### src/rtl/core/bisc_pkg.sv
// ============================================================================
// bisc_pkg - shared types for the bitmap item support counter
// Word formats on both channels, controller/datapath command and status.
// ============================================================================
package bisc_pkg;

    localparam int WORD_BITS = 32;

    // input word
    typedef struct packed {
        logic        op;            // OP_ACCUM or OP_READ
        logic [4:0]  word_index;
        logic [31:0] mask_word;
        logic signed [31:0] weight;
        logic [9:0]  counter_index;
    } t_in_word;

    // output word
    typedef struct packed {
        logic [9:0]  item_index;
        logic [31:0] count_value;
        logic        last;
    } t_out_word;

    localparam logic OP_ACCUM = 1'b0;
    localparam logic OP_READ  = 1'b1;

    // controller -> datapath
    typedef struct packed {
        logic clr;   // write zero at clear pointer, advance it
        logic load;  // capture input word, launch first counter read
        logic step;  // finish one result: update, emit, launch next read
    } t_dp_cmd;

    // datapath -> controller
    typedef struct packed {
        logic clr_last;  // clear pointer at final entry
        logic in_go;     // offered input word produces at least one result
        logic out_free;  // output register can take a word this cycle
        logic done;      // current step produces the final result
    } t_dp_stat;

    // index of lowest set bit (0 when none)
    function automatic logic [4:0] lsb_index(input logic [31:0] x);
        logic [31:0] oh;
        logic [4:0]  idx;
        oh  = x & (~x + 32'd1);
        idx = '0;
        for (int i = 0; i < WORD_BITS; i++) begin
            if (oh[i]) begin
                idx = idx | 5'(i);
            end
        end
        return idx;
    endfunction

endpackage

### src/rtl/core/bisc_ctrl.sv
// ============================================================================
// bisc_ctrl - sequencer for the support counter bank
// Runs the clear pass after reset, takes input words, steps through set bits.
// ============================================================================
module bisc_ctrl (
    input  logic              i_clk,
    input  logic              i_rst_n,
    input  logic              i_in_valid,
    input  bisc_pkg::t_dp_stat i_stat,
    output bisc_pkg::t_dp_cmd  o_cmd,
    output logic              o_in_stall
);

    localparam logic [1:0] S_CLEAR = 2'd0;
    localparam logic [1:0] S_IDLE  = 2'd1;
    localparam logic [1:0] S_UPD   = 2'd2;

    logic [1:0] r_state;
    logic [1:0] n_state;

    always_comb begin
        n_state    = r_state;
        o_cmd      = '0;
        unique case (r_state)
            S_CLEAR: begin
                o_cmd.clr = 1'b1;
                if (i_stat.clr_last) begin
                    n_state = S_IDLE;
                end
            end
            S_IDLE: begin
                if (i_in_valid) begin
                    o_cmd.load = 1'b1;
                    if (i_stat.in_go) begin
                        n_state = S_UPD;
                    end
                end
            end
            S_UPD: begin
                if (i_stat.out_free) begin
                    o_cmd.step = 1'b1;
                    if (i_stat.done) begin
                        n_state = S_IDLE;
                    end
                end
            end
            default: begin
                n_state = S_CLEAR;
            end
        endcase
    end

    assign o_in_stall = (r_state != S_IDLE);

    always_ff @(posedge i_clk) begin
        if (!i_rst_n) begin
            r_state <= S_CLEAR;
        end else begin
            r_state <= n_state;
        end
    end

endmodule

### config.mk
export PLATFORM = sky130hd
export DESIGN_NAME = bisc_ctrl
export DESIGN_NICKNAME = d
export VERILOG_FILES = /design/src/rtl/core/bisc_pkg.sv /design/src/rtl/core/bisc_ctrl.sv
export SDC_FILE = /design/constraint.sdc
export NUM_CORES = 1
export LEC_CHECK = 0
export BUFFER_PORTS_ARGS = -buffer_cell sky130_fd_sc_hd__buf_2
export CORE_AREA = 2 2 39 41
export DETAILED_ROUTE_END_ITERATION = 10
export DIE_AREA = 0 0 41 43
export PLACE_DENSITY = 0.35
export SYNTH_ARGS = -nofsm -noshare
export SYNTH_HDL_FRONTEND = slang
export SYNTH_SLANG_ARGS = --single-unit
### constraint.sdc
create_clock -name i_clk -period 2.43 [get_ports i_clk]
set_input_delay 0.486 -clock i_clk [delete_from_list [all_inputs] [get_ports i_clk]]
set_output_delay 0.486 -clock i_clk [all_outputs]
set_load 0.005 [all_outputs]
==> results.toml, run 1 <==
[status]
outcome = "finished, final reports clean"

[final_layout]
area_growth_pct = 66.07
largest_register_ffs = 2
drive_gt1_share_pct = 50.00
n_antenna_cell = 0
fillerInstances = 158
reg_top3 = "r_state (2)"
regMostFlops = "r_state"
nets = 39
utilization_pct = 16.82

[grt]
grt_overflow = 0
grt_pass1_vias = 123
antenna_found_initial = 0
grt_pass1_wl_um = 441
grt_max_degree = 7
track_usage_pct = 4.108

[synthesis]
ys_seq_elements = 2
synth_area_leader_cell = "dfxtp_1"
synth_top_family_by_area = "simple AND/OR/NAND/NOR gates"
postSynthAreaPerCell_um2 = 8.243
synth_adder_area_share_pct = 0
synth.top_cell.area_share_pct = 28.57
ys_types = 11
synth_seq_area_share_pct = 28.57
synth_xor_area_share_pct = 0
synth_cells = 17
synth.area.top_cells = "dfxtp_1, o32ai_2, nand2b_1, nor2b_1, and3_4"
synthSimpleGateAreaFrac_pct = 47.32
ys.warnings.count = 0
synth.net_count = 24
netlist_area_um2 = 140.1
synth-compound-area-share_pct = 18.75
synthMuxAreaShare_pct = 0

[place]
gp_congestion = 0.6098
portBuffers = 10

[clock_tree]
cts_tree = "done"
cts_setup_buffers = 0
htreeDepth = 1
cts_made_buffers = 3
cts_hold_buf = 0
clock-sinks = 2
cts.path.max_buffers = 2
cts_resized = 0
worst_setup_hold_path_clk_slew_ps = 30
worstSkewPairLatency_ps = 220
cts_root_buffer = "clkbuf_4"

[timing]
setup_tns_ps = 0
period_minus_slack_ps = 1528
hold_viol = 0
clock.fmax_mhz = 654.6
rsz0062_at_grt = "no"
setup_viol = 0
worstMarginPinSlew_ps = 190.0
finalCritPeriodShare_pct = 62.87
fin_skew_ps = 2.210
slew_headroom_pct = 87.32
slew_viol_final = 0

[worst_setup_path]
start_kind = "flip-flop"
cp.required_ps = 1940
cp-end-kind = "output port"
worstPathArrival_ps = 1040
worstPathMaxFanout = 6
path_class = "reg2out"

[route]
vias_per_cell = 3.543
vias = 163
dr.first_iter.drc_count = 3
drc_errors = 0
wl_per_cell_um = 8.543
routed_wl_um = 393
drtPass1Iterations = 2
antenna_left = 0

[power_and_ir_drop]
ir_drop_mv = 0.1135
leakage_nw = 0.1140
cellPowerDensity_nw_per_um2 = 569.7
finalPower_mw = 0.1326

[floorplan]
row_count = 14
core_area_um2 = 1384
initial_utilization_pct = 10.13
fp.dieW_um = 41
die_y_um = 43
num_io_pins = 11
dieArea_um2 = 1763

[job]
maxCapViolations = 0

[hold_path]
hp-class = "in2reg"
[metrics by stage]
| step | instance area (um^2) | worst slack (ps) | hold WS (ps) | instances |
|---|---|---|---|---|
| 2_1_floorplan | 140.1 | 1297 | 542.0 | 17 |
| 3_3_place_gp | 210.2 | 1105 | 608.1 | 43 |
| 3_5_place_dp | 210.2 | 1108 | 593.1 | 43 |
| 4_1_cts | 232.7 | 890.0 | 540.2 | 46 |
| 5_1_grt | 232.7 | 815.9 | 560.9 | 46 |
| 6_report | 232.7 | 902.2 | 543.5 | 46 |
[critical path, stage by stage (launching register included)]
cell and delay (ps):
dfxtp_1 390, nor2b_1 200, and2_1 130, buf_2 100
[kinds of logic (layout without fill, tap and decap cells)]
| logic type | count (synthesis) | after routing |
|---|---|---|
| buffers and inverters | 2 | 15 |
| AOI/OAI and AO/OA | 2 | 2 |
| and+or+nand+nor | 11 | 11 |
| DFF | 2 | 2 |
[area by class of cell]
cell class,instances,area (um^2),area share [%]
multi-input combinational,13,92.59,39.78
timing repair buffer,10,50.05,21.51
sequential,2,40.04,17.20
clock buffer,3,22.52,9.677
tap,16,20.02,8.602
inverter,2,7.507,3.226
[synthesized netlist by cell type]
master and n:
a32o_1 1, and2_1 1, and3_4 1, dfxtp_1 2, inv_1 2, nand2_1 1
nand2b_1 2, nand4b_1 1, nor2_1 3, nor2b_1 2, o32ai_2 1
[power breakdown]
part           switching (mW)  leakage (nW)  internal (mW)
clock network          0.0177        0.0138         0.0544
logic                 0.00941        0.0837         0.0128
registers             0.00305        0.0165         0.0353
total                  0.0301         0.114          0.102
[path summary, 6_finish.rpt]
kind | start | end | slack [ps] | depth (start not counted)
max reg2reg | r_state[1] | r_state[1] | 1580 | 2
min | i_rst_n | r_state[0] | 540 | 3
max | r_state[1] | o_cmd[0] | 900 | 3
min reg2reg | r_state[1] | r_state[0] | 600 | 2
[layout by cell type (no fill, tap or decap)]
| cell type | count |
|---|---|
| and3_4 | 1 |
| nand2b_1 | 2 |
| o32ai_2 | 1 |
| nor2b_1 | 2 |
| nand4b_1 | 1 |
| nand2_1 | 1 |
| a32o_1 | 1 |
| inv_1 | 2 |
| nor2_1 | 3 |
| dfxtp_1 | 2 |
| clkbuf_4 | 3 |
| and2_1 | 1 |
| buf_2 | 10 |
[layer usage]
| metal | global-route usage (%) | up-vias | part of all wire (%) |
|---|---|---|---|
| met2 | 3.438 | 11 | 34 |
| met1 | 5.112 | 66 | 44 |
| met3 | 2.618 | 0 | 22 |
| met4 | 6.000 | 0 | 0 |
| met5 | 0 | - | 0 |
| li1 | - | 86 | - |
(Power assumes the default switching activity.)
==> run 2: changes to the inputs <==
--- a/config.mk
+++ b/config.mk
@@ -9,7 +9,7 @@
 export CORE_AREA = 2 2 39 41
 export DETAILED_ROUTE_END_ITERATION = 10
 export DIE_AREA = 0 0 41 43
-export PLACE_DENSITY = 0.35
+export PLACE_DENSITY = 0.36
 export SYNTH_ARGS = -nofsm -noshare
 export SYNTH_HDL_FRONTEND = slang
 export SYNTH_SLANG_ARGS = --single-unit
==> constraint.sdc (replaced) <==
create_clock -name i_clk -period 1.36 [get_ports i_clk]
set_input_delay 0.272 -clock i_clk [delete_from_list [all_inputs] [get_ports i_clk]]
set_output_delay 0.272 -clock i_clk [all_outputs]
set_load 0.005 [all_outputs]
==> run 2 against run 1 <==
  * Clock power up 82%
  * Worst setup slack worse by 790 ps
  * Non-clock buffer count unchanged
  * Power up 80%
  * Combinational power up 78%
  * Count of clock-buffer cells in the layout unchanged
  * Final area up 0.54%
  * Cell count unchanged
  * Sequential cell count unchanged
  * Global-route usage up 1.7 points
  * Utilization up 0.090 points
  * Highest routed layer unchanged
==> results.toml, run 2 (synthesized netlist as in run 1, its figures left out) <==
[clock_tree]
clock-sinks = 2
cts_made_buffers = 3
htreeDepth = 1
worst_setup_hold_path_clk_slew_ps = 30
cts_resized = 0
worstSkewPairLatency_ps = 230
cts_tree = "done"
cts.path.max_buffers = 2
cts_hold_buf = 0
cts_root_buffer = "clkbuf_4"
cts_setup_buffers = 0

[final_layout]
largest_register_ffs = 2
utilization_pct = 16.91
area_growth_pct = 66.96
final_cell_mix = "buf_2, nor2_1, clkbuf_4"
drive_gt1_share_pct = 53.33
nets = 39
layout_commonest_cell = "buf_2"
n_antenna_cell = 0
fillerInstances = 158
reg_top3 = "r_state (2)"
multi_input_area_um2 = 92.59
regMostFlops = "r_state"
regArea_um2 = 41.29

[grt]
grt_pass1_vias = 145
grt_overflow = 0
grt_pass1_wl_um = 586
antenna_found_initial = 0
grt_max_degree = 7
track_usage_pct = 5.812

[power_and_ir_drop]
ir_drop_mv = 0.3216
leakage_nw = 0.1145
cellPowerDensity_nw_per_um2 = 1021

[floorplan]
fp.dieW_um = 41
row_count = 14
num_io_pins = 11
die_y_um = 43
initial_utilization_pct = 10.13
dieArea_um2 = 1763
core_area_um2 = 1384

[route]
drc_errors = 0
vias = 158
dr.first_iter.drc_count = 3
drtPass1Iterations = 2
routed_wl_um = 403
wl_per_cell_um = 8.761
antenna_left = 0
vias_per_cell = 3.435

[job]
maxCapViolations = 0

[timing]
slew_headroom_pct = 88.05
setup_viol = 0
rsz0062_at_grt = "no"
fin_skew_ps = 3.795
worstMarginPinSlew_ps = 179.0
slew_viol_final = 0
period_minus_slack_ps = 1250
finalCritPeriodShare_pct = 91.92
setup_tns_ps = 0
hold_viol = 0
clock.fmax_mhz = 800.0

[worst_setup_path]
cp_top_family = "flip-flops"
cp-end-kind = "output port"
worstPathBufferInverterCount = 1
cp.required_ps = 1090
critPathMaxStageDelay_ps = 350
cp_slowest_cell = "dfxtp_2"
start_kind = "flip-flop"
path_cells = "nor2b_1 -> and2_1 -> buf_2"
path_class = "reg2out"
worstPathMaxFanout = 6
worstPathArrival_ps = 980

[hold_path]
hp-class = "in2reg"

[place]
gp_congestion = 0.6020
portBuffers = 10

[status]
outcome = "finished, final reports clean"
[run 2: path summary, 6_finish.rpt]
check,start,end,slack (ps),cells after the start
setup / recovery,r_state[1],o_cmd[0],110,3
hold / removal,i_rst_n,r_state[0],340,3
setup reg to reg,r_state[0],r_state[0],520,2
hold reg to reg,r_state[1],r_state[0],580,2
[run 2: per-layer routing]
layer / part of all wire [%] / vias up / GRT usage [%]
li1: - / 84 / -
met1: 44 / 60 / 6.070
met2: 33 / 14 / 5.000
met3: 23 / 0 / 8.901
met4: 0 / 0 / 4.000
met5: 0 / - / 0
[run 2: per-stage QoR]
| stage | setup slack (ps) | power [mW] | area, um^2 | cells | hold slack [ps] |
|---|---|---|---|---|---|
| after floorplan | 440.7 | 0.08757 | 140.1 | 17 | 409.5 |
| after global placement | 283.9 | 0.1097 | 210.2 | 43 | 569.2 |
| after detailed placement | 286.3 | 0.1096 | 210.2 | 43 | 570.0 |
| after CTS | 39.70 | 0.2485 | 232.7 | 46 | 334.8 |
| after global routing | 30.21 | 0.2671 | 234.0 | 46 | 330.2 |
| final | 109.9 | 0.2388 | 234.0 | 46 | 336.9 |
[run 2: layout make-up]
type / count / area share (%)
tap: 16 / 8.556
sequential: 2 / 17.65
inverter: 2 / 3.209
multi-input combinational: 13 / 39.57
timing repair buffer: 10 / 21.39
clock buffer: 3 / 9.626
[run 2: worst register-to-register path, delay by kind of cell (launching register included)]
kind             cells  cell delay, ps
flip-flops           1             340
AND/OR/NAND/NOR      1             170
AO/OA/AOI/OAI        1             240
[run 2: power breakdown]
part	total (mW)	internal [mW]	leakage, nW	switching [mW]
combinational	0.0396	0.0229	0.0837	0.0168
clock	0.131	0.0973	0.0138	0.0334
sequential	0.0685	0.0633	0.0170	0.00523
